## src/rtl/spcm_pkg.sv

```systemverilog
// spcm_pkg: shared types and constants of the segmented correlation block
// no dependencies; imported by every module under rtl
package spcm_pkg;

    localparam int SAMPLE_BITS = 16;
    localparam int MAX_SEGMENT = 4096;
    localparam int LEN_W       = 13;
    localparam int STRIDE_W    = 12;
    localparam int CNT_W       = 13;
    localparam int POS_W       = 12;
    localparam int SX_W        = 29;
    localparam int SXX_W       = 43;
    localparam int SXY_W       = 44;
    localparam int IDX_W       = 16;
    localparam int CORR_W      = 16;
    localparam int OP_W        = 57;
    localparam int PROD_W      = 2 * OP_W;
    localparam int ACC_W       = PROD_W + 2;
    localparam int FRAC_SHIFT  = 30;
    localparam int DIV_W       = PROD_W + FRAC_SHIFT;
    localparam int QD_W        = FRAC_SHIFT + 1;
    localparam int Q_W         = 16;
    localparam int STEP_W      = 5;
    localparam int QUEUE_DEPTH = 2;

    localparam logic [LEN_W-1:0]          LEN_RESET = LEN_W'(256);
    localparam logic signed [CORR_W-1:0] CORR_MIN  = {1'b1, {(CORR_W-1){1'b0}}};
    localparam logic signed [CORR_W-1:0] CORR_MAX  = {1'b0, {(CORR_W-1){1'b1}}};

    // one input sample pair
    typedef struct packed {
        logic signed [SAMPLE_BITS-1:0] x_sample;
        logic signed [SAMPLE_BITS-1:0] y_sample;
        logic                          last_of_record;
    } t_in;

    // one result
    typedef struct packed {
        logic                     segment_valid;
        logic signed [CORR_W-1:0] correlation;
        logic                     degenerate;
        logic [IDX_W-1:0]         segment_index;
        logic signed [CORR_W-1:0] max_correlation;
        logic                     record_done;
    } t_out;

    // work handed from the accumulators to the correlation engine
    typedef struct packed {
        logic                    seg;
        logic                    last;
        logic [IDX_W-1:0]        index;
        logic [CNT_W-1:0]        count;
        logic signed [SX_W-1:0]  sum_x;
        logic signed [SX_W-1:0]  sum_y;
        logic signed [SXX_W-1:0] sum_xx;
        logic signed [SXX_W-1:0] sum_yy;
        logic signed [SXY_W-1:0] sum_xy;
    } t_job;

    // serial multiply steps of the engine
    typedef enum logic [2:0] {
        OP_NXX  = 3'd0,
        OP_SX2  = 3'd1,
        OP_NYY  = 3'd2,
        OP_SY2  = 3'd3,
        OP_NXY  = 3'd4,
        OP_SXY  = 3'd5,
        OP_VXY  = 3'd6,
        OP_COV2 = 3'd7
    } t_op;

endpackage

```

## src/rtl/spcm_queue.sv

```systemverilog
// spcm_queue: short job queue between the accumulators and the engine
// depends on spcm_pkg for the job type and depth
module spcm_queue
    import spcm_pkg::*;
(
    input  logic i_clk,
    input  logic i_rst_n,
    input  logic i_push,
    input  t_job i_data,
    output logic o_full,
    input  logic i_pop,
    output t_job o_data,
    output logic o_empty
);

    localparam int PTR_W = (QUEUE_DEPTH > 1) ? $clog2(QUEUE_DEPTH) : 1;
    localparam int NUM_W = $clog2(QUEUE_DEPTH + 1);

    t_job             r_mem [QUEUE_DEPTH];
    logic [PTR_W-1:0] r_wr, r_rd;
    logic [NUM_W-1:0] r_num;

    assign o_full  = (r_num == NUM_W'(QUEUE_DEPTH));
    assign o_empty = (r_num == '0);
    assign o_data  = r_mem[r_rd];

    // storage
    always_ff @(posedge i_clk) begin
        if (i_push) begin
            r_mem[r_wr] <= i_data;
        end
    end

    // pointers and fill level
    always_ff @(posedge i_clk) begin
        if (!i_rst_n) begin
            r_wr  <= '0;
            r_rd  <= '0;
            r_num <= '0;
        end else begin
            if (i_push) begin
                r_wr <= (r_wr == PTR_W'(QUEUE_DEPTH - 1)) ? '0 : r_wr + PTR_W'(1);
            end
            if (i_pop) begin
                r_rd <= (r_rd == PTR_W'(QUEUE_DEPTH - 1)) ? '0 : r_rd + PTR_W'(1);
            end
            if (i_push && !i_pop) begin
                r_num <= r_num + NUM_W'(1);
            end else if (i_pop && !i_push) begin
                r_num <= r_num - NUM_W'(1);
            end
        end
    end

endmodule

```

## config.mk

```make
export PLATFORM = sky130hd
export DESIGN_NAME = spcm_queue
export DESIGN_NICKNAME = d
export VERILOG_FILES = /design/src/rtl/spcm_pkg.sv /design/src/rtl/spcm_queue.sv
export SDC_FILE = /design/constraint.sdc
export NUM_CORES = 1
export LEC_CHECK = 0
export BUFFER_PORTS_ARGS = -buffer_cell sky130_fd_sc_hd__buf_2
export CORE_MARGIN = 2
export CORE_UTILIZATION = 49
export CTS_BUF_LIST = sky130_fd_sc_hd__clkbuf_2
export DETAILED_ROUTE_END_ITERATION = 12
export PLACE_DENSITY = 0.75
export RECOVER_POWER = 25
export SYNTH_ARGS = -nofsm -noshare
export SYNTH_HDL_FRONTEND = slang
export SYNTH_SLANG_ARGS = --single-unit
```

## constraint.sdc

```tcl
create_clock -name i_clk -period 13.5 [get_ports i_clk]
set_input_delay 1.35 -clock i_clk [delete_from_list [all_inputs] [get_ports i_clk]]
set_output_delay 1.35 -clock i_clk [all_outputs]
set_load 0.01 [all_outputs]
```

# [Word-level counts from Yosys, hierarchy flattened]
# Memory sizes are Yosys's and may differ from the RTL's. A register that Yosys moved wholly into a read port is not among the register bits.
# Index checks and enable logic that the tools add are counted.
# W data, S select, Z words.
[op_classes] addsub=4 n_eq_ne=1 n_mux=8 n_reduce_logical=6
[ops] cell="$mux W1" n=6
[ops] cell="$mux W2" n=2
[ops] cell="$add A1 B1 Y1 const B" n=2
[ops] cell="$add A2 B1 Y2 const B" n=1
[ops] cell="$eq A2 B2 Y1 const B" n=1
[ops] cell="$logic_and A1 B1 Y1" n=2
[ops] cell="$logic_not A1 Y1" n=2
[ops] cell="$logic_not A2 Y1" n=1
[ops] cell="$reduce_bool A2 Y1" n=1
[ops] cell="$sub A2 B1 Y2 const B" n=1
[totals] reg_bits=4 ram_bits=438 in_bits=223 out_inout_bits=221 word_cells=23 n_memories=1
[mem_list] memory="r_mem" words=2 word_bits=219 rd=1 rd_clocked_by_memory_dff=1 write_ports=1 line="spcm_queue.sv:19" text="t_job r_mem [QUEUE_DEPTH];"

# [Longest topological paths before layout]
[logic_depth] ltp_word=4 ltp_mapped=5 depth_no_buf=5

# [Worst setup path after synthesis]
# OpenSTA, ideal clock, no wires.
[synth_timing] kind="input -> register" start="in i_push" end="reg r_wr" setup_ps=103 arrival_ps=11566 required_ps=13397 path_slack_ps=1831 path_stages=2 n_path_buf=0 cell_sequence="nor2b_1 -> o21a_1"
[synth_rtl] element="start: declaration" line="spcm_queue.sv:8" text="input logic i_push,"
[synth_rtl] element="end signal: assignment" line="spcm_queue.sv:42" text="r_wr <= (r_wr == PTR_W'(QUEUE_DEPTH - 1)) ? '0 : r_wr + PTR_W'(1);"
[synth_rtl] element="end: declaration" line="spcm_queue.sv:20" text="logic [PTR_W-1:0] r_wr, r_rd;"

==> flow_metrics.env <==
export IMPL_status="completed"
export IMPL_cts_tree="yes"
export IMPL_synth_cell_types=17
export IMPL_max_slew_margin_rel=0.2880
export IMPL_syn_area_um2=16160
export IMPL_dieArea_um2=34450
export IMPL_ys_seq_elements=443
export IMPL_drive_gt1_frac=0.5998
export IMPL_vias=8461
export IMPL_detail_route_antenna_nets=0
export IMPL_antenna_found_initial=6
export IMPL_cts_resized=0
export IMPL_syn_nets=927
export IMPL_grt_max_degree=76
export IMPL_grt_pass1_vias=8834
export IMPL_ys_warn_count=0
export IMPL_cts_sinks=443
export IMPL_cp_max_fo=75
export IMPL_hpwl_mm=20.97
export IMPL_first_pass_iters=4
export IMPL_hold_viol=0
export IMPL_cpPeakStageDelay_ns=0.99
export IMPL_post_cts_buffers=0
export IMPL_final_design_area_no_fill_um2=19460
export IMPL_fin_crit_ns=4.887
export IMPL_place_area_um2=18670
export IMPL_globalRouteOverflowTotal=0
export IMPL_routed_wl_mm=31.98
export IMPL_grt_pass1_wl_mm=45.35
export IMPL_leakagePower_nw=7.329
export IMPL_grt_use_total=0.1762
export IMPL_worst_slew_pin_slew_ns=1.068
export IMPL_slowest_stage="dfxtp_4"
export IMPL_htree_levels=3
export IMPL_avgViaCountPerCell=4.865
export IMPL_ctsLongestPathBuffers=3
export IMPL_start_kind="flop"
export IMPL_crit_chain="buf_4 > mux2_2 > buf_2"
export IMPL_fin_skew_ns=0.05688
export IMPL_place_gp_congestion=0.7383
export IMPL_worstSkewPairLatency_ns=0.99
export IMPL_avgSynthCellArea_um2=22.99
export IMPL_rsz0062_at_grt="no"
export IMPL_crit_buf_inv=2
export IMPL_fmax_mhz=204.6
export IMPL_cp_data_arrival_time_ns=3.54
export IMPL_pin_count=444
export IMPL_finalSetupTns_ns=0
export IMPL_critPathKind="reg -> out"
export IMPL_io_buffer_count=443
export IMPL_drtIter0Drc=490
export IMPL_die_h_um=185.6
export IMPL_drv_cap=0
export IMPL_wl_per_cell_um=18.39
export IMPL_start_util=0.4967
export IMPL_cp_top_family="buffers and inverters"
export IMPL_power_density_nw_per_um2=137.9
export IMPL_cp_required_ns=12.15
export IMPL_nNetsFinal=1459
export IMPL_drcViolationCount=0
export IMPL_setup_viol=0
export IMPL_drv_slew=0
export IMPL_ys_seq_area_frac=0.8201
export IMPL_core_area_um2=32540
export IMPL_die_w_um=185.6
export IMPL_post_route_period_util=0.3620
export IMPL_syn_inst=703
export IMPL_rows=66
export IMPL_postCtsHoldBufs=0
export IMPL_ir_drop_v=0.00009191
export IMPL_cts_root_buf="clkbuf_2"
export IMPL_cts_made_buffers=104
export IMPL_critPathCaptureType="output port"
export IMPL_syn2layout_area_growth_pct=20.43
export IMPL_clkTransAtPathRegs_ns=0.10
export IMPL_hp_class="reg -> reg"
flip-flops by register name (all words and copies together), names as in the netlist, named ones only:
name / flops
r_num: 2
r_wr: 1
r_mem: 438
r_rd: 1
layer usage:
layer | wire length [um] | vias to the layer above | part of all wire | GRT usage
met5 | 41 | - | 0.0013 | 0
li1 | - | 3939 | - | -
met2 | 16060 | 390 | 0.50 | 0.3001
met4 | 658 | 6 | 0.021 | 0.08693
met3 | 3641 | 42 | 0.11 | 0.08276
met1 | 11570 | 4084 | 0.36 | 0.1829
cells by family after synthesis:
kind of cell,Yosys count,synth area share
fa+ha+maj,1,0.0007742
xor+xnor,3,0.001626
compound gates,3,0.001239
flops,443,0.8201
simple gates,9,0.003407
mux,219,0.1526
buf+inv,25,0.02021
final timing paths:
path | start | end | slack (ns) | cells after the start
worst max register to register | r_wr$_SDFFE_PN0P_ | r_mem[0][27]$_DFFE_PP_ | 10.37 | 3
worst min register to register | r_num[1]$_SDFFE_PN0P_ | r_num[1]$_SDFFE_PN0P_ | 0.53 | 2
worst max-delay path | flop | o_data[170] | 8.61 | 3
worst min-delay path | r_num[1]$_SDFFE_PN0P_ | r_num[1]$_SDFFE_PN0P_ | 0.53 | 2
power breakdown:
| group | total (mW) | internal, mW | switching (mW) |
|---|---|---|---|
| Clock | 0.778 | 0.305 | 0.473 |
| Sequential | 1.61 | 1.59 | 0.0233 |
| Combinational | 0.293 | 0.138 | 0.156 |
| Total | 2.68 | 2.03 | 0.652 |
layout by cell type, fill, tap and decap left out, types with 2 or more instances in the layout:
cell / Yosys / layout
edfxtp_1: 438 / 438
buf_2: 0 / 392
mux2_2: 219 / 219
clkbuf_2: 0 / 146
clkbuf_1: 0 / 50
clkinv_1: 0 / 9
buf_4: 0 / 7
diode_2: 0 / 5
dfxtp_1: 5 / 4
and2_1: 4 / 3
xor2_1: 2 / 2
inv_2: 0 / 2
clkinv_4: 0 / 2
clkinvlp_4: 0 / 2
per-stage QoR:
stage          setup WS [ns]  instances  total power [mW]    util  hold WS [ns]
6_report               8.613       1739             2.684  0.5981        0.5276
5_1_grt                8.310       1736             2.806  0.5979        0.4315
4_1_cts                8.425       1734             2.726  0.5997        0.3916
3_5_place_dp           9.160       1571             1.943  0.5739        0.5194
3_3_place_gp           9.175       1571             1.935  0.5739        0.4810
2_1_floorplan          1.831        703             1.832       -        0.4664
tightest hold or removal path: stages, from the launching register on:
cell and delay (ns):
dfxtp_1 0.34, o21ai_0 0.08, a21boi_1 0.06
cell type report:
cell class	instances	area, um^2
multi-input combinational	235	2590
inverter	1	3.754
clock inverter	17	108.9
tap	442	553.0
clock buffer	146	730.7
sequential	443	13260
timing repair buffer	450	2206
antenna	5	12.51
fill	2542	13080
synthesized netlist by cell type:
cell type,count,area (um^2)
a21boi_1,1,7.510
inv_1,1,3.750
o21a_1,1,7.510
or3_1,1,6.260
buf_6,3,33.78
dfxtp_1,5,100.1
and2b_1,1,7.510
edfxtp_1,438,13150
xnor2_1,1,8.760
and2_1,4,25.02
o21ai_0,1,5.000
xor2_1,2,17.52
nor2b_1,2,12.51
ha_1,1,12.51
nor2_1,1,3.750
clkbuf_8,21,289.0
mux2_2,219,2466
Power figures use the tool's default switching activity.
