===== src/rtl/spcm_pkg.sv =====
// spcm_pkg: shared types and constants of the segmented correlation block
// no dependencies; imported by every module under rtl
package spcm_pkg;

    localparam int SAMPLE_BITS = 16;
    localparam int MAX_SEGMENT = 4096;
    localparam int LEN_W       = 13;
    localparam int STRIDE_W    = 12;
    localparam int CNT_W       = 13;
    localparam int POS_W       = 12;
    localparam int SX_W        = 29;
    localparam int SXX_W       = 43;
    localparam int SXY_W       = 44;
    localparam int IDX_W       = 16;
    localparam int CORR_W      = 16;
    localparam int OP_W        = 57;
    localparam int PROD_W      = 2 * OP_W;
    localparam int ACC_W       = PROD_W + 2;
    localparam int FRAC_SHIFT  = 30;
    localparam int DIV_W       = PROD_W + FRAC_SHIFT;
    localparam int QD_W        = FRAC_SHIFT + 1;
    localparam int Q_W         = 16;
    localparam int STEP_W      = 5;
    localparam int QUEUE_DEPTH = 2;

    localparam logic [LEN_W-1:0]          LEN_RESET = LEN_W'(256);
    localparam logic signed [CORR_W-1:0] CORR_MIN  = {1'b1, {(CORR_W-1){1'b0}}};
    localparam logic signed [CORR_W-1:0] CORR_MAX  = {1'b0, {(CORR_W-1){1'b1}}};

    // one input sample pair
    typedef struct packed {
        logic signed [SAMPLE_BITS-1:0] x_sample;
        logic signed [SAMPLE_BITS-1:0] y_sample;
        logic                          last_of_record;
    } t_in;

    // one result
    typedef struct packed {
        logic                     segment_valid;
        logic signed [CORR_W-1:0] correlation;
        logic                     degenerate;
        logic [IDX_W-1:0]         segment_index;
        logic signed [CORR_W-1:0] max_correlation;
        logic                     record_done;
    } t_out;

    // work handed from the accumulators to the correlation engine
    typedef struct packed {
        logic                    seg;
        logic                    last;
        logic [IDX_W-1:0]        index;
        logic [CNT_W-1:0]        count;
        logic signed [SX_W-1:0]  sum_x;
        logic signed [SX_W-1:0]  sum_y;
        logic signed [SXX_W-1:0] sum_xx;
        logic signed [SXX_W-1:0] sum_yy;
        logic signed [SXY_W-1:0] sum_xy;
    } t_job;

    // serial multiply steps of the engine
    typedef enum logic [2:0] {
        OP_NXX  = 3'd0,
        OP_SX2  = 3'd1,
        OP_NYY  = 3'd2,
        OP_SY2  = 3'd3,
        OP_NXY  = 3'd4,
        OP_SXY  = 3'd5,
        OP_VXY  = 3'd6,
        OP_COV2 = 3'd7
    } t_op;

endpackage


===== src/rtl/spcm_front.sv =====
// spcm_front: takes sample pairs, keeps the two overlapping accumulator sets
// and emits a job when a segment completes or a record ends; uses spcm_pkg
module spcm_front
    import spcm_pkg::*;
(
    input  logic                i_clk,
    input  logic                i_rst_n,
    input  logic [LEN_W-1:0]    i_len,
    input  logic [STRIDE_W-1:0] i_stride,
    input  logic                i_valid,
    output logic                o_ready,
    input  t_in                 i_data,
    input  logic                i_full,
    output logic                o_push,
    output t_job                o_job
);

    logic [CNT_W-1:0]        r_cnt  [2];
    logic signed [SX_W-1:0]  r_sx   [2];
    logic signed [SX_W-1:0]  r_sy   [2];
    logic signed [SXX_W-1:0] r_sxx  [2];
    logic signed [SXX_W-1:0] r_syy  [2];
    logic signed [SXY_W-1:0] r_sxy  [2];
    logic [CNT_W-1:0]        n_cnt  [2];
    logic signed [SX_W-1:0]  n_sx   [2];
    logic signed [SX_W-1:0]  n_sy   [2];
    logic signed [SXX_W-1:0] n_sxx  [2];
    logic signed [SXX_W-1:0] n_syy  [2];
    logic signed [SXY_W-1:0] n_sxy  [2];
    logic [POS_W-1:0]        r_pos;
    logic [IDX_W-1:0]        r_segctr;
    logic signed [2*SAMPLE_BITS-1:0] w_pxx, w_pyy, w_pxy;
    logic [1:0]              w_act;
    logic                    w_accept, w_seg, w_sel;

    assign o_ready  = !i_full;
    assign w_accept = i_valid && !i_full;

    // sample products
    assign w_pxx = i_data.x_sample * i_data.x_sample;
    assign w_pyy = i_data.y_sample * i_data.y_sample;
    assign w_pxy = i_data.x_sample * i_data.y_sample;

    // second set starts one stride into the record
    assign w_act[0] = 1'b1;
    assign w_act[1] = (r_pos >= i_stride);

    // updated sums of both sets
    always_comb begin
        for (int b = 0; b < 2; b++) begin
            n_cnt[b] = r_cnt[b] + CNT_W'(w_act[b]);
            n_sx[b]  = w_act[b] ? r_sx[b] + SX_W'(i_data.x_sample) : r_sx[b];
            n_sy[b]  = w_act[b] ? r_sy[b] + SX_W'(i_data.y_sample) : r_sy[b];
            n_sxx[b] = w_act[b] ? r_sxx[b] + SXX_W'(w_pxx) : r_sxx[b];
            n_syy[b] = w_act[b] ? r_syy[b] + SXX_W'(w_pyy) : r_syy[b];
            n_sxy[b] = w_act[b] ? r_sxy[b] + SXY_W'(w_pxy) : r_sxy[b];
        end
    end

    // completion: set 0 wins when both finish together
    assign w_seg = (n_cnt[0] >= i_len) || (n_cnt[1] >= i_len);
    assign w_sel = !(n_cnt[0] >= i_len);

    assign o_push = w_accept && (w_seg || i_data.last_of_record);

    always_comb begin
        o_job.seg    = w_seg;
        o_job.last   = i_data.last_of_record;
        o_job.index  = r_segctr;
        o_job.count  = n_cnt[w_sel];
        o_job.sum_x  = n_sx[w_sel];
        o_job.sum_y  = n_sy[w_sel];
        o_job.sum_xx = n_sxx[w_sel];
        o_job.sum_yy = n_syy[w_sel];
        o_job.sum_xy = n_sxy[w_sel];
    end

    // accumulator sets and record position
    always_ff @(posedge i_clk) begin
        if (!i_rst_n || (w_accept && i_data.last_of_record)) begin
            for (int b = 0; b < 2; b++) begin
                r_cnt[b] <= '0;
                r_sx[b]  <= '0;
                r_sy[b]  <= '0;
                r_sxx[b] <= '0;
                r_syy[b] <= '0;
                r_sxy[b] <= '0;
            end
            r_pos    <= '0;
            r_segctr <= '0;
        end else if (w_accept) begin
            for (int b = 0; b < 2; b++) begin
                if (w_seg && (w_sel == b[0])) begin
                    r_cnt[b] <= '0;
                    r_sx[b]  <= '0;
                    r_sy[b]  <= '0;
                    r_sxx[b] <= '0;
                    r_syy[b] <= '0;
                    r_sxy[b] <= '0;
                end else begin
                    r_cnt[b] <= n_cnt[b];
                    r_sx[b]  <= n_sx[b];
                    r_sy[b]  <= n_sy[b];
                    r_sxx[b] <= n_sxx[b];
                    r_syy[b] <= n_syy[b];
                    r_sxy[b] <= n_sxy[b];
                end
            end
            if (r_pos != {POS_W{1'b1}}) begin
                r_pos <= r_pos + POS_W'(1);
            end
            if (w_seg) begin
                r_segctr <= r_segctr + IDX_W'(1);
            end
        end
    end

endmodule


===== config.mk =====
export PLATFORM = sky130hd
export DESIGN_NAME = spcm_front
export DESIGN_NICKNAME = d
export VERILOG_FILES = /design/src/rtl/spcm_pkg.sv /design/src/rtl/spcm_front.sv
export SDC_FILE = /design/constraint.sdc
export NUM_CORES = 2
export LEC_CHECK = 0
export ABC_CLOCK_PERIOD_IN_PS = 10250
export BUFFER_PORTS_ARGS = -buffer_cell sky130_fd_sc_hd__buf_2
export CAP_MARGIN = 15
export CORE_MARGIN = 8
export CORE_UTILIZATION = 51
export CTS_CLUSTER_DIAMETER = 150
export DETAILED_ROUTE_END_ITERATION = 6
export HOLD_SLACK_MARGIN = 0.08
export PLACE_DENSITY = 0.78
export SLEW_MARGIN = 20
export SYNTH_ARGS = -nofsm -noshare
export SYNTH_HDL_FRONTEND = slang
export SYNTH_SLANG_ARGS = --single-unit
export TNS_END_PERCENT = 5

===== constraint.sdc =====
create_clock -name i_clk -period 10.25 [get_ports i_clk]
set_input_delay 0.5125 -clock i_clk [delete_from_list [all_inputs] [get_ports i_clk]]
set_output_delay 0.5125 -clock i_clk [all_outputs]
set_load 0.02 [all_outputs]

# ---- After elaboration in Yosys (flattened, before gate mapping)
# Memories as Yosys holds them, arrays and structs flattened.
# Index checks and enable logic that the tools add are counted.
dict set report totals {
  mem_count 6
  register_bits 28
  out_inout_bits 221
  ramBits 402
  word_cells 133
  in_bits 62
}
dict set report classes {
  reduce_logical 13
  mux 65
  add_sub_neg 14
  n_mul 3
  eq_ne 1
  n_bitwise 25
  n_lt_le_gt_ge 4
}
# memory depth word_bits read_ports rd_clocked_by_memory_dff write_ports line
set memory_table {}
lappend memory_table {r_sxy 2 44 2 0 2 spcm_front.sv:23} ;# logic signed [SXY_W-1:0] r_sxy [2];
lappend memory_table {r_sxx 2 43 2 0 2 spcm_front.sv:21} ;# logic signed [SXX_W-1:0] r_sxx [2];
lappend memory_table {r_syy 2 43 2 0 2 spcm_front.sv:22} ;# logic signed [SXX_W-1:0] r_syy [2];
lappend memory_table {r_sx 2 29 2 0 2 spcm_front.sv:19} ;# logic signed [SX_W-1:0] r_sx [2];
lappend memory_table {r_sy 2 29 2 0 2 spcm_front.sv:20} ;# logic signed [SX_W-1:0] r_sy [2];
lappend memory_table {r_cnt 2 13 2 0 2 spcm_front.sv:18} ;# logic [CNT_W-1:0] r_cnt [2];
# op count
set op_table {}
lappend op_table {{$mux W43} 16}
lappend op_table {{$mux W29} 16}
lappend op_table {{$mux W44} 8}
lappend op_table {{$add A43 B32 Y43} 4}
lappend op_table {{$add A29 B16 Y29} 4}
lappend op_table {{$mul A16 B16 Y32} 3}
lappend op_table {{$mux W13} 7}
lappend op_table {{$add A44 B32 Y44} 2}
lappend op_table {{$ge A13 B13 Y1} 2}
lappend op_table {{$or A1 B1 Y1} 24}
lappend op_table {{$mux W1} 18}
lappend op_table {{$add A16 B1 Y16 const B} 1}
lappend op_table {{$add A13 B1 Y13} 1}
lappend op_table {{$add A13 B1 Y13 const B} 1}
lappend op_table {{$add A12 B1 Y12 const B} 1}
lappend op_table {{$ge A12 B12 Y1} 1}
lappend op_table {{$ne A12 B12 Y1 const B} 1}
lappend op_table {{$logic_and A1 B1 Y1} 5}
lappend op_table {{$reduce_and A2 Y1} 2}
lappend op_table {{$logic_not A1 Y1} 3}
lappend op_table {{$logic_or A1 B1 Y1} 3}
lappend op_table {{$ge A2 B2 Y1 const B} 1}
lappend op_table {{$not A1 Y2} 1}

# ---- Depth between registers and ports, before layout
dict set report logic_depth {
  depth_word 11
  mapped_depth 40
  mapped_depth_nobuf 39
}

# ---- Worst setup path after synthesis
# No wires, ideal clock.
dict set report synth_path {
  kind {input port to flip-flop}
  from {input i_full}
  to {memory r_cnt[0][0], enable pin}
  required_time_ns 7.291
  setup_time_ns 2.959
  path_buffers 0
  stages 3
  slack_ns 0.005
  t_arrival_ns 7.286
  path_cell_list {inv_1 > nand2_1 > nand2_1}
}
# item line
set synth_rtl {}
lappend synth_rtl {{start: declaration} spcm_front.sv:13} ;# input logic i_full,
lappend synth_rtl {{end: declaration} spcm_front.sv:18}

==> results by stage <==
Status:
- The run finished, with violations left.
- The final reports fail on DRC.

Layout:
- Leaving out fill and tap cells, the most frequent cells in the layout are inv_1 (1054), nor2_1 (804), fa_1 (744).
- The most common cell after layout, fill and taps aside is inv_1.
- The total area of sequential cells is 12600 µm².
- The combined area of the multi-input logic cells is 48200 µm².
- Counting the fill cells in the layout gives 10915.
- The area growth from synthesis to layout is 9.64%.
- The count of cells in the finished layout, fillers not included, comes to 9282.
- The share of post-route cells with drive strength above 1 is 8.64%.
- For this run, the post-layout net count is 9045.

Run:
- Max-cap violations in this run came to 0.

Detailed routing:
- The count of nets left with antenna violations once routing finished came out at 0.
- The final route contains 53334 vias.
- Summed over all layers, the routed wires come to 177000 µm.
- After detailed routing, the number of vias per cell comes to 5.75.
- For this run, design rule violations remaining after detail routing come to 3.
- The average detailed-routed wire length per instance is 19.0 µm.
- The number of DRC violations after detailed-routing iteration 0 is 4301.
- The number of detailed-routing iterations run before antenna repair is 7.

Timing:
- Timing would allow up to 0.100 GHz.
- The share of the cycle needed by the critical path after routing is 97.3%.
- The max-slew violation count is 0.
- At the pin with the least slew margin, the transition time is 1.23 ns.
- The worst clock skew on the final layout is 0.0291 ns.
- The final count of hold timing violations is 0.
- Counting I/O delays and the setup requirement, the final critical path takes 9.97 ns.
- The count of final setup violators is 0.
- The worst max-slew margin expressed relative to the limit is 17.9%.
- Setup repair after global routing could not meet its margin everywhere.
- The tightest hold path in the finished design has a slack of 0.401 ns.

Setup path:
- The critical path data arrival time is 9.46 ns.
- The element type at the critical path end is a primary output.
- The category of cells accounting for the largest share of critical-path delay is adder cells.
- The critical path contains buffers and inverters numbering 7 combined.
- In this run the worst path has a maximum fanout of 17.
- The worst setup path category is in -> out.
- Among the stages of the critical path, the cell type that occurs most often is fa_1.
- Among all stages on the critical path, the largest delay is contributed by fa_1.
- The data required time at the worst endpoint is 9.74 ns.
- STA classifies the critical path startpoint as an input port.
- On the worst path, the slowest cell contributes a delay of 0.56 ns.

Place:
- The global placement routability congestion is 0.931.
- The number of placed instances, taps included, is 9170.
- The number of port buffers is 282.
- Once detailed placement completed, the half-perimeter wirelength came to 138000 µm.

Floorplan:
- The cell row count is 131.
- The starting utilization of the core area is 51.3%.
- The horizontal die dimension is 374 µm.
- The floorplan step defined a die boundary enclosing 140000 µm².
- The die is 374 µm tall.
- The count of pins on the block boundary is 283.
- After floorplanning, the core was sized to cover 127000 µm².

Clock network:
- The TritonCTS clock tree is built.
- The tree built by TritonCTS fans out to 430 sinks.
- The clock transition at the registers of the reported paths is 0.06 ns.
- The total CTS buffers is 52.
- The clock latency of the later-clocked register in the worst-skew pair is 0.65 ns.
- The count of H-tree levels built during CTS is 2.
- The root buffer cell chosen for the clock tree is clkbuf_16.
- The longest clock path from root to sink contains 3 buffers.

GRT:
- The number of antenna violations at the first check in global routing is 8.
- Across every metal layer, demand over resource in global routing totals 24.6%.
- The global route total overflow is 0.
- The number of global-route vias before repair is 55409.
- The largest net degree at the start of global routing is 172.
- The first global-routing pass estimated 285000 µm of wire.

Logic synthesis:
- In the synthesized netlist, the number of instances is 7314.
- After synthesis, the largest area contributor takes up 22.8% of total cell area.
- Among all flip-flop cells after synthesis, the most frequent one is edfxtp_1.
- The number of synthesis warnings is 0.
- The biggest area contributor in the post-synthesis netlist is fa_1.
- The number of library cell types mapped by synthesis is 89.
- In this run, synthesis produced a sequential element count of 430.
- The number of nets in the synthesized netlist is 8787.
- Averaged over all synthesized cells, the footprint is 8.94 µm².
- The fraction of synthesis flops using an asynchronous set or reset pin is 0%.
- In this run the cell area of the synthesized design comes to 65400 µm².
- Of the synthesized area, sequential elements account for 19.3%.
- The number of enable flip-flop cells after synthesis is 402.
- After synthesis, the cell types taking the most area are fa_1 (23%), edfxtp_1 (18%), ha_1 (13%).

Min path:
- The tightest min-delay check is of the in -> reg type.
==> cell families (layout without fill, tap and decap cells) <==
| group | Yosys count | count (layout) | synth area share, % |
|---|---|---|---|
| other cells | 0 | 4 | 0 |
| xor+xnor | 471 | 471 | 6.32 |
| buf+inv | 1314 | 1616 | 7.56 |
| compound gates | 1425 | 1425 | 13.9 |
| fa+ha+maj | 1411 | 1411 | 35.6 |
| simple gates | 2087 | 2087 | 14.6 |
| mux | 176 | 176 | 2.70 |
| flops | 430 | 430 | 19.3 |
==> tightest hold or removal path: stages <==
cell and delay, ns:
buf_2 0.09, nor2b_1 0.11, nand2_1 0.09, nor2_1 0.05, xnor2_1 0.12, nor2_1 0.03
==> synth_stat cells (11+ instances only) <==
| library cell | n |
|---|---|
| xor2_1 | 211 |
| o21a_1 | 70 |
| mux2i_1 | 173 |
| a21o_1 | 251 |
| nor3b_1 | 11 |
| or3_1 | 28 |
| o21ai_0 | 236 |
| and4_1 | 12 |
| o31a_1 | 17 |
| a31oi_1 | 47 |
| inv_1 | 1056 |
| nor2b_1 | 64 |
| o31ai_1 | 24 |
| a41oi_1 | 12 |
| and3_1 | 48 |
| nand2_1 | 531 |
| a211o_1 | 12 |
| buf_1 | 12 |
| and2_1 | 242 |
| o21bai_1 | 53 |
| clkbuf_1 | 237 |
| edfxtp_1 | 402 |
| xnor2_1 | 259 |
| nor2_1 | 806 |
| nor3_1 | 77 |
| or2_2 | 17 |
| o211ai_1 | 15 |
| dfxtp_1 | 28 |
| ha_1 | 665 |
| nand3_1 | 103 |
| a211oi_1 | 35 |
| fa_1 | 746 |
| a21oi_1 | 511 |
| nand4_1 | 53 |
| nand2b_1 | 64 |
==> final timing paths <==
check	from	to	slack [ns]	cells past startpoint
setup / recovery	i_data[2]	o_job[86]	0.28	37
hold / removal	i_full	r_segctr[3]	0.40	6
setup reg to reg	r_pos[0]	r_sxy[1][21]	2.88	23
hold reg to reg	r_segctr[15]	r_segctr[15]	0.53	2
==> layer usage <==
| layer | up-vias | part of all wire [%] | track usage, % |
|---|---|---|---|
| li1 | 24914 | - | - |
| met1 | 26055 | 41 | 31.5 |
| met2 | 1931 | 48 | 41.4 |
| met3 | 430 | 7.8 | 4.50 |
| met4 | 4 | 4.0 | 9.12 |
| met5 | - | 0.016 | 0 |
==> what timing repair did <==
action	CTS	global route
resized for setup	12	87
cloned	0	0
setup buffers	0	10
endpoints found under the setup margin	6	31
pin swaps	0	14
hold buffers	0	0
==> through the flow <==
stage | TNS [ns] | setup slack, ns | util (%) | area [µm²]
3_5_place_dp | -0.257 | -0.177 | 54.4 | 69300
4_1_cts | 0 | 0.0161 | 55.9 | 71200
3_3_place_gp | 0 | 0.0903 | 54.4 | 69300
6_report | 0 | 0.281 | 56.3 | 71700
5_1_grt | -0.378 | -0.0881 | 56.3 | 71700
2_1_floorplan | 0 | 0.00520 | - | 65400
==> sequential cells by signal (all words and copies together), names as in the netlist <==
name	cells
r_sy	58
r_sx	58
r_pos	12
r_segctr	16
r_syy	86
r_sxx	86
r_sxy	88
r_cnt	26
==> layout make-up <==
type / count / area share [%]
Antenna cell: 4 / 0.0140
Clock buffer: 60 / 1.96
Clock inverter: 38 / 0.688
Inverter: 1061 / 5.57
Multi-Input combinational cell: 5570 / 67.2
Sequential cell: 430 / 17.6
Tap cell: 1662 / 2.90
Timing Repair Buffer: 457 / 4.07
Power is left out: the tool's default activity adds up to more than one toggle a clock period on the data nets, which glitch-free logic cannot reach.
