File: src/rtl/spcm_pkg.sv
// spcm_pkg: shared types and constants of the segmented correlation block
// no dependencies; imported by every module under rtl
package spcm_pkg;

    localparam int SAMPLE_BITS = 16;
    localparam int MAX_SEGMENT = 4096;
    localparam int LEN_W       = 13;
    localparam int STRIDE_W    = 12;
    localparam int CNT_W       = 13;
    localparam int POS_W       = 12;
    localparam int SX_W        = 29;
    localparam int SXX_W       = 43;
    localparam int SXY_W       = 44;
    localparam int IDX_W       = 16;
    localparam int CORR_W      = 16;
    localparam int OP_W        = 57;
    localparam int PROD_W      = 2 * OP_W;
    localparam int ACC_W       = PROD_W + 2;
    localparam int FRAC_SHIFT  = 30;
    localparam int DIV_W       = PROD_W + FRAC_SHIFT;
    localparam int QD_W        = FRAC_SHIFT + 1;
    localparam int Q_W         = 16;
    localparam int STEP_W      = 5;
    localparam int QUEUE_DEPTH = 2;

    localparam logic [LEN_W-1:0]          LEN_RESET = LEN_W'(256);
    localparam logic signed [CORR_W-1:0] CORR_MIN  = {1'b1, {(CORR_W-1){1'b0}}};
    localparam logic signed [CORR_W-1:0] CORR_MAX  = {1'b0, {(CORR_W-1){1'b1}}};

    // one input sample pair
    typedef struct packed {
        logic signed [SAMPLE_BITS-1:0] x_sample;
        logic signed [SAMPLE_BITS-1:0] y_sample;
        logic                          last_of_record;
    } t_in;

    // one result
    typedef struct packed {
        logic                     segment_valid;
        logic signed [CORR_W-1:0] correlation;
        logic                     degenerate;
        logic [IDX_W-1:0]         segment_index;
        logic signed [CORR_W-1:0] max_correlation;
        logic                     record_done;
    } t_out;

    // work handed from the accumulators to the correlation engine
    typedef struct packed {
        logic                    seg;
        logic                    last;
        logic [IDX_W-1:0]        index;
        logic [CNT_W-1:0]        count;
        logic signed [SX_W-1:0]  sum_x;
        logic signed [SX_W-1:0]  sum_y;
        logic signed [SXX_W-1:0] sum_xx;
        logic signed [SXX_W-1:0] sum_yy;
        logic signed [SXY_W-1:0] sum_xy;
    } t_job;

    // serial multiply steps of the engine
    typedef enum logic [2:0] {
        OP_NXX  = 3'd0,
        OP_SX2  = 3'd1,
        OP_NYY  = 3'd2,
        OP_SY2  = 3'd3,
        OP_NXY  = 3'd4,
        OP_SXY  = 3'd5,
        OP_VXY  = 3'd6,
        OP_COV2 = 3'd7
    } t_op;

endpackage

File: src/rtl/spcm_back.sv
// spcm_back: correlation engine with serial multiplier, divider and root,
// running maximum and output register; depends on spcm_pkg
module spcm_back
    import spcm_pkg::*;
(
    input  logic i_clk,
    input  logic i_rst_n,
    input  logic i_empty,
    output logic o_pop,
    input  t_job i_job,
    output logic o_valid,
    input  logic i_ready,
    output t_out o_data
);

    typedef enum logic [4:0] {
        ST_IDLE = 5'b00001,
        ST_MUL  = 5'b00010,
        ST_DIV  = 5'b00100,
        ST_SQRT = 5'b01000,
        ST_OUT  = 5'b10000
    } t_state;

    t_state                   r_state;
    t_job                     r_job;
    t_op                      r_op;
    logic [PROD_W-1:0]        r_ma;
    logic [OP_W-1:0]          r_mb;
    logic                     r_sub;
    logic signed [ACC_W-1:0]  r_acc;
    logic [OP_W-1:0]          r_vx, r_vy, r_cov;
    logic                     r_cneg;
    logic [PROD_W-1:0]        r_p;
    logic [DIV_W-1:0]         r_rem, r_pd;
    logic [QD_W-1:0]          r_qd;
    logic [STEP_W-1:0]        r_k;
    logic [Q_W-1:0]           r_q;
    logic                     r_degen;
    logic signed [CORR_W-1:0] r_max;
    logic                     r_ovalid;
    t_out                     r_odata;

    t_job                     w_src;
    t_op                      w_next;
    logic [OP_W-1:0]          w_a, w_b;
    logic                     w_sub, w_clear;
    logic signed [ACC_W-1:0]  w_acc_abs;
    logic                     w_ge;
    logic [Q_W-1:0]           w_t;
    logic [2*Q_W-1:0]         w_sq;
    logic signed [CORR_W-1:0] w_corr, w_newmax;
    logic                     w_free;

    function automatic logic [SXY_W-1:0] mag(input logic signed [SXY_W-1:0] v);
        mag = v[SXY_W-1] ? SXY_W'(-v) : SXY_W'(v);
    endfunction

    assign o_pop   = (r_state == ST_IDLE) && !i_empty;
    assign o_valid = r_ovalid;
    assign o_data  = r_odata;
    assign w_free  = !r_ovalid || i_ready;

    // operands of the next multiply step
    assign w_src  = (r_state == ST_IDLE) ? i_job : r_job;
    assign w_next = (r_state == ST_IDLE) ? OP_NXX : t_op'(r_op + 3'd1);

    always_comb begin
        w_a     = '0;
        w_b     = '0;
        w_sub   = 1'b0;
        w_clear = 1'b0;
        case (w_next)
            OP_NXX: begin
                w_a     = OP_W'(w_src.count);
                w_b     = OP_W'($unsigned(w_src.sum_xx));
                w_clear = 1'b1;
            end
            OP_SX2: begin
                w_a   = OP_W'(mag(SXY_W'(w_src.sum_x)));
                w_b   = OP_W'(mag(SXY_W'(w_src.sum_x)));
                w_sub = 1'b1;
            end
            OP_NYY: begin
                w_a     = OP_W'(w_src.count);
                w_b     = OP_W'($unsigned(w_src.sum_yy));
                w_clear = 1'b1;
            end
            OP_SY2: begin
                w_a   = OP_W'(mag(SXY_W'(w_src.sum_y)));
                w_b   = OP_W'(mag(SXY_W'(w_src.sum_y)));
                w_sub = 1'b1;
            end
            OP_NXY: begin
                w_a     = OP_W'(w_src.count);
                w_b     = OP_W'(mag(w_src.sum_xy));
                w_sub   = w_src.sum_xy[SXY_W-1];
                w_clear = 1'b1;
            end
            OP_SXY: begin
                w_a   = OP_W'(mag(SXY_W'(w_src.sum_x)));
                w_b   = OP_W'(mag(SXY_W'(w_src.sum_y)));
                w_sub = (w_src.sum_x[SX_W-1] == w_src.sum_y[SX_W-1]);
            end
            OP_VXY: begin
                w_a     = r_vx;
                w_b     = r_vy;
                w_clear = 1'b1;
            end
            OP_COV2: begin
                w_a     = r_cov;
                w_b     = r_cov;
                w_clear = 1'b1;
            end
            default: begin
                w_a = '0;
            end
        endcase
    end

    assign w_acc_abs = r_acc[ACC_W-1] ? -r_acc : r_acc;

    // divider and root steps
    assign w_ge = (r_pd <= r_rem);
    assign w_t  = r_q | (Q_W'(1) << r_k[3:0]);
    assign w_sq = w_t * w_t;

    // signed Q1.15 result
    always_comb begin
        if (r_degen) begin
            w_corr = '0;
        end else if (r_cneg) begin
            w_corr = CORR_W'(-$signed({1'b0, r_q}));
        end else if (r_q > Q_W'(CORR_MAX)) begin
            w_corr = CORR_MAX;
        end else begin
            w_corr = $signed(r_q);
        end
    end

    assign w_newmax = (r_job.seg && !r_degen && (w_corr > r_max)) ? w_corr : r_max;

    // sequencer and datapath
    always_ff @(posedge i_clk) begin
        if (!i_rst_n) begin
            r_state  <= ST_IDLE;
            r_max    <= CORR_MIN;
            r_ovalid <= 1'b0;
        end else begin
            if ((r_state == ST_OUT) && w_free) begin
                r_ovalid <= 1'b1;
            end else if (i_ready) begin
                r_ovalid <= 1'b0;
            end
            case (r_state)
                ST_IDLE: begin
                    if (!i_empty) begin
                        r_job   <= i_job;
                        r_degen <= 1'b0;
                        r_cneg  <= 1'b0;
                        r_q     <= '0;
                        if (i_job.seg) begin
                            r_op    <= w_next;
                            r_ma    <= PROD_W'(w_a);
                            r_mb    <= w_b;
                            r_sub   <= w_sub;
                            r_acc   <= '0;
                            r_state <= ST_MUL;
                        end else begin
                            r_state <= ST_OUT;
                        end
                    end
                end
                ST_MUL: begin
                    if (r_mb != '0) begin
                        if (r_mb[0]) begin
                            r_acc <= r_sub ? r_acc - $signed({2'b00, r_ma})
                                           : r_acc + $signed({2'b00, r_ma});
                        end
                        r_ma <= r_ma << 1;
                        r_mb <= r_mb >> 1;
                    end else if (r_op == OP_COV2) begin
                        r_rem   <= {r_acc[PROD_W-1:0], {FRAC_SHIFT{1'b0}}};
                        r_pd    <= {r_p, {FRAC_SHIFT{1'b0}}};
                        r_qd    <= '0;
                        r_k     <= STEP_W'(FRAC_SHIFT);
                        r_state <= ST_DIV;
                    end else if ((r_op == OP_SXY) && ((r_vx == '0) || (r_vy == '0))) begin
                        r_degen <= 1'b1;
                        r_state <= ST_OUT;
                    end else begin
                        case (r_op)
                            OP_SX2: r_vx <= r_acc[OP_W-1:0];
                            OP_SY2: r_vy <= r_acc[OP_W-1:0];
                            OP_SXY: begin
                                r_cov  <= w_acc_abs[OP_W-1:0];
                                r_cneg <= r_acc[ACC_W-1];
                            end
                            OP_VXY: r_p <= r_acc[PROD_W-1:0];
                            default: begin
                                r_p <= r_p;
                            end
                        endcase
                        r_op  <= w_next;
                        r_ma  <= PROD_W'(w_a);
                        r_mb  <= w_b;
                        r_sub <= w_sub;
                        if (w_clear) begin
                            r_acc <= '0;
                        end
                    end
                end
                ST_DIV: begin
                    if (w_ge) begin
                        r_rem <= r_rem - r_pd;
                    end
                    r_qd <= {r_qd[QD_W-2:0], w_ge};
                    r_pd <= r_pd >> 1;
                    if (r_k == '0) begin
                        r_q     <= '0;
                        r_k     <= STEP_W'(Q_W - 1);
                        r_state <= ST_SQRT;
                    end else begin
                        r_k <= r_k - STEP_W'(1);
                    end
                end
                ST_SQRT: begin
                    if (w_sq <= (2*Q_W)'(r_qd)) begin
                        r_q <= w_t;
                    end
                    if (r_k == '0) begin
                        r_state <= ST_OUT;
                    end else begin
                        r_k <= r_k - STEP_W'(1);
                    end
                end
                ST_OUT: begin
                    if (w_free) begin
                        r_odata.segment_valid   <= r_job.seg;
                        r_odata.correlation     <= r_job.seg ? w_corr : '0;
                        r_odata.degenerate      <= r_job.seg && r_degen;
                        r_odata.segment_index   <= r_job.seg ? r_job.index : '0;
                        r_odata.max_correlation <= w_newmax;
                        r_odata.record_done     <= r_job.last;
                        r_max   <= r_job.last ? CORR_MIN : w_newmax;
                        r_state <= ST_IDLE;
                    end
                end
                default: begin
                    r_state <= ST_IDLE;
                end
            endcase
        end
    end

    // quotient never exceeds one in Q30 by the Cauchy-Schwarz bound
    a_quot_bound: assert property (@(posedge i_clk) disable iff (!i_rst_n)
        (r_state == ST_SQRT) |-> (r_qd <= (QD_W'(1) << FRAC_SHIFT)))
        else $error("quotient above one");

    // a degenerate segment reports zero
    a_degen_zero: assert property (@(posedge i_clk) disable iff (!i_rst_n)
        (r_ovalid && r_odata.degenerate) |-> (r_odata.correlation == '0))
        else $error("degenerate segment with nonzero correlation");

    // running maximum restarts once the end-of-record result is loaded
    a_max_reset: assert property (@(posedge i_clk) disable iff (!i_rst_n)
        ((r_state == ST_OUT) && w_free && r_job.last) |=> (r_max == CORR_MIN))
        else $error("running maximum not restarted");

endmodule

File: config.mk
export PLATFORM = sky130hd
export DESIGN_NAME = spcm_back
export DESIGN_NICKNAME = d
export VERILOG_FILES = /design/src/rtl/spcm_pkg.sv /design/src/rtl/spcm_back.sv
export SDC_FILE = /design/constraint.sdc
export NUM_CORES = 2
export LEC_CHECK = 0
export BUFFER_PORTS_ARGS = -buffer_cell sky130_fd_sc_hd__buf_2
export CAP_MARGIN = 15
export CORE_ASPECT_RATIO = 1.4
export CORE_MARGIN = 8
export CORE_UTILIZATION = 45
export CTS_CLUSTER_DIAMETER = 30
export CTS_CLUSTER_SIZE = 25
export DETAILED_ROUTE_END_ITERATION = 8
export GPL_ROUTABILITY_DRIVEN = 0
export PLACE_DENSITY_LB_ADDON = 0.12
export SLEW_MARGIN = 30
export SYNTH_ARGS = -nofsm -noshare
export SYNTH_HDL_FRONTEND = slang
export SYNTH_SLANG_ARGS = --single-unit
File: constraint.sdc
create_clock -name i_clk -period 37.7 [get_ports i_clk]
set_input_delay 3.77 -clock i_clk [delete_from_list [all_inputs] [get_ports i_clk]]
set_output_delay 3.77 -clock i_clk [all_outputs]
set_load 0.03 [all_outputs]
# After elaboration in Yosys (flattened, before gate mapping)
# Cells that the tools add are included.
[op_classes]
mul = 1
n_addsub = 10
n_reduce_logical = 43
bitwise = 5
eq_ne = 37
mux = 88
n_shift = 1
order_cmp = 4
[op_table]
columns = ["cell", "n"]
rows = [
  ["$mux W116", 8],
  ["$mux W144", 5],
  ["$pmux W144 S2", 2],
  ["$mux W114", 5],
  ["$pmux W57 S7", 1],
  ["$mux W57", 6],
  ["$pmux W57 S5", 1],
  ["$pmux W116 S2", 1],
  ["$pmux W114 S2", 1],
  ["$mux W201", 1],
  ["$le A144 B144 Y1", 1],
  ["$sub A144 B144 Y144", 1],
  ["$mux W44", 3],
  ["$mux W16", 8],
  ["$add A116 B115 Y116", 1],
  ["$sub A116 B115 Y116", 1],
  ["$logic_not A57 Y1", 2],
  ["$pmux W57 S2", 1],
  ["$neg A29 Y44", 2],
  ["$mux W31", 2],
  ["$pmux W31 S2", 1],
  ["$mux W5", 12],
  ["$neg A57 Y57", 1],
  ["$reduce_bool A57 Y1", 1],
  ["other kinds (47)", 121],
]
[word_totals]
register_bits = 1210

# Logic depth before layout (Yosys ltp)
[depth]
depth_word = 10
ltp_mapped = 41
ltp_nobuf = 40

# Worst setup path after synthesis
# Ideal clock, no wire load.
[synth_timing]
path_type = "in2reg"
start = "input port i_empty"
end = "register r_acc[0], enable pin"
path_buffers = 0
slack_ns = 15.484
arrival_time_ns = 21.447
setup_ns = 0.769
required_ns = 36.931
path_stages = 4
cell_sequence = "nor3b_1 > o21ai_0 > a31oi_1 > a21boi_0"
[synth_via]
elab_chain_len = 2
[synth_rtl]
columns = ["item", "line_no", "rtl"]
rows = [
  ["from (decl)", "spcm_back.sv:8", "input logic i_empty,"],
  ["$ne A2 B2 Y1 (no source line)", "--", ""],
  ["$reduce_and A8 Y1 (no source line)", "--", ""],
  ["to (signal assigned)", "spcm_back.sv:176", "r_acc <= r_sub ? r_acc - $signed({2'b00, r_ma})"],
  ["to (decl)", "spcm_back.sv:30", "logic signed [ACC_W-1:0] r_acc;"],
]
# No other way between the ends.
# A chain may end at the register's enable or synchronous reset.

# Final worst setup path
[layout_timing]
start = "register r_k[0]"
end = "register r_q[9], enable pin"
[layout_via]
elab_chain_len = 6
[layout_rtl]
columns = ["item", "line_no", "rtl"]
rows = [
  ["from (decl)", "spcm_back.sv:36", "logic [STEP_W-1:0] r_k;"],
  ["from (signal assigned)", "spcm_back.sv:185", "r_k <= STEP_W'(FRAC_SHIFT);"],
  ["from (signal assigned)", "spcm_back.sv:220", "r_k <= STEP_W'(Q_W - 1);"],
  ["from (signal assigned)", "spcm_back.sv:223", "r_k <= r_k - STEP_W'(1);"],
  ["$shl A1 B4 Y16", "spcm_back.sv:124", "assign w_t = r_q | (Q_W'(1) << r_k[3:0]);"],
  ["$or A16 B16 Y16", "spcm_back.sv:124", ""],
  ["$mul A16 B16 Y32", "spcm_back.sv:125", "assign w_sq = w_t * w_t;"],
  ["$le A32 B31 Y1", "spcm_back.sv:227", "if (w_sq <= (2*Q_W)'(r_qd)) begin"],
  ["$ne A2 B2 Y1 (no source line)", "--", ""],
  ["$reduce_and A5 Y1 (no source line) *", "--", ""],
  ["to (signal assigned)", "spcm_back.sv:228", "r_q <= w_t;"],
  ["to (decl)", "spcm_back.sv:37", "logic [Q_W-1:0] r_q;"],
]
# Every way passes the cells marked *; elsewhere a longest branch is shown, timed or not.

==> out/qor.yml <==
status: "complete, no violations"
synth-edff-count: 1188
drive_gt1_share_pct: 10.1
seq_area_frac_synth_pct: 45.8
worst_pin_slew_ns: 1.07
grtUsageTotal_pct: 26.3
grt_max_degree: 217
clock.fmax_mhz: 94.8
cts_hold_buf: 0
clock_sinks: 1210
antenna_found_initial: 8
ys_seq_elements: 1210
slowest_stage: "o311a_1"
holdCritPathClass: "flip-flop to flip-flop"
area.growth.synth_to_final_pct: 15.0
path_common_cell: "inv_1"
hold_viol_final: 0
tritoncts: "built"
synth_area_per_cell_um2: 9.81
async_reset_ff_share_pct: 0
core-area_um2: 175000
setup_violations: 0
overflow: 0
drc: 0
hold_depth: 0
clock_skew_ns: 0.0691
crit_buf_inv: 9
hp-start: "r_job[217]"
dpl.hpwl_mm: 194
critPathLaunchType: "flip-flop"
synth.area.mux_share_pct: 1.40
cts_buffers: 227
yosys.area.top_type: "edfxtp_1"
reg2reg_depth: 39
wl_per_cell_um: 23.8
synth_cell_types: 83
synthTopCellsByCount: "edfxtp_1 (1188), nand2_1 (881), nor2_1 (787)"
drt_iter0_drc: 5382
ant_nets: 0
slew_headroom_pct: 27.8
p_leak_nw: 35.6
hold_end: "o_data[0]"
p_clk_share_pct: 35.8
p_per_area_nw_per_um2: 65.5
portBuffers: 275
yosys_warnings: 0
syn_inst: 8040
synth_ff_type: "edfxtp_1"
intPower_mw: 3.85
pre_cts_ws_ns: 27.25
fin_util_pct: 51.9
setup_ws_ns: 27.15
fin_tns_setup_ns: 0
die_y_um: 511
r2r-end: "r_q[9]"
drv_cap: 0
final_nets: 9052
required_ns: 38.16
synthXorXnorAreaFrac_pct: 5.75
synth_area_leaders: "edfxtp_1 (45%), ha_1 (6.6%), nand2_1 (4.2%)"
synth_compound_area_share_pct: 16.3
rsz0062_at_grt: "no"
grt_pass1_vias: 65000
clk_latency_ns: 0.88
syn_nets: 8846
clock_path_buffers: 3
die-area_um2: 189000
synth_top_area_share_pct: 45.2
h-tree-depth: 4
rrSetupSlack_ns: 27.15
cts_root_buf: "clkbuf_16"
synth-simple-area-share_pct: 15.5
vias: 63900
grt_pass1_wl_mm: 387
start_util_pct: 45.1
syn_area_um2: 78900
crit_type: "flip-flop to flip-flop"
end_kind: "flip-flop"
p_sw_mw: 2.09
first_pass_iters: 8
fin_crit_ns: 10.55
ir_drop_mv: 0.141
die_w_um: 370
crit_fanout: 16
slew_viol_final: 0
cts_resized: 0
worst_ep_arrival_time_ns: 11.00
synthAdderAreaFrac_pct: 10.8
swShare_pct: 35.2
period_share_pct: 28.0
pwr-share-comb_pct: 37.7
regToRegStartpoint: "r_k[0]"
p_seq_share_pct: 26.4
fillCellCount: 15900
synth_top_family_by_area: "compound AO/OA/AOI/OAI gates"
synthMostInstantiatedCell: "edfxtp_1"
cp_top_family: "adder cells"
cts.clk_slew.worst_paths_ns: 0.05
ios: 276
max_stage_delay_ns: 0.68
postCtsSetupRepairBufs: 0
wl_mm: 256
avgViaCountPerCell: 5.94
row_count: 182
-- logic make-up (layout without fill, tap and decap cells) --
| logic type | Yosys count | count (layout) |
|---|---|---|
| simple gates | 2648 | 2648 |
| compound gates | 2039 | 2039 |
| flops | 1210 | 1210 |
| buf+inv | 933 | 1338 |
| fa+ha+maj | 584 | 584 |
| xor+xnor | 518 | 518 |
| mux | 108 | 108 |
| other cells | 0 | 7 |
-- per-layer routing --
layer,vias up,track usage [%],wire [µm]
met5,-,0,13
met4,2,17.1,19400
met3,751,4.14,14500
met2,2404,45.8,127000
met1,31000,29.7,95000
li1,29700,-,-
-- flip-flops by register name (all words and copies together), names as in the netlist, 31 cells and up --
signal,flops
r_cov,57
r_qd,31
r_acc,116
r_vy,57
r_job,219
r_ma,114
r_rem,144
r_pd,144
o_data,51
r_p,114
r_mb,57
r_vx,57
-- worst max path at each step --
stage          startpoint       end  slack (ns)  depth (start not counted)
2_1_floorplan     i_empty  r_acc[0]       15.48                          4
3_3_place_gp       r_k[0]   r_q[12]       27.39                         39
3_5_place_dp       r_k[0]   r_q[12]       27.25                         39
4_1_cts            r_k[0]    r_q[9]       27.20                         39
5_1_grt            r_k[0]    r_q[9]       26.44                         35
6_report           r_k[0]    r_q[9]       27.15                         39
-- worst register-to-register path: cells and delay by family (launching register included) --
kind            cells  cell delay (ns)
xor+xnor            1             0.13
flops               1             0.43
buf+inv             9             0.90
simple gates        6             1.10
compound gates     14             3.73
fa+ha+maj           9             3.88
-- area by class of cell --
class	count	area, µm²	area share (%)
Multi-Input combinational cell	5897	39400	43.5
Clock inverter	187	2310	2.55
Inverter	544	2040	2.25
Tap cell	2300	2880	3.17
Sequential cell	1210	36100	39.8
Antenna cell	7	17.5	0.0193
Clock buffer	241	5780	6.37
Timing Repair Buffer	366	2120	2.34
-- power by group through the flow --
stage | clock network (mW) | registers, mW | logic (mW)
after detailed placement | 0 | 1.60 | 2.24
final | 2.13 | 1.57 | 2.24
after global placement | 0 | 1.59 | 2.22
after global routing | 2.22 | 1.57 | 2.56
after CTS | 2.16 | 1.57 | 2.26
after floorplan | 0 | 1.59 | 1.70
-- layout by cell type (no fill, tap or decap), drive strengths merged, types with 47 or more instances in the layout --
master  count
a211oi     52
a21o      205
a21oi     609
a221oi     89
a31oi      80
and2      121
buf       366
clkbuf    241
clkinv     96
edfxtp   1188
fa        164
ha        419
inv       572
mux2i      89
nand2     881
nand3     104
nand4     163
nor2      787
nor2b      49
nor3      203
nor4       92
o21a       49
o21ai     512
o21bai     91
o31ai      60
or3        58
or4        47
xnor2     359
xor2      159
-- stage by stage --
step | power (mW) | std cells | hold WS (ns) | cell area, µm²
finish | 5.94 | 10800 | 0.451 | 90700
global route | 6.35 | 10700 | 0.469 | 90700
CTS | 5.98 | 10700 | 0.452 | 90600
detailed placement | 3.83 | 10300 | 0.437 | 82600
global placement | 3.81 | 10300 | 0.440 | 82500
floorplan | 3.29 | 8040 | 0.426 | 78900
Power figures use the tool's default switching activity.
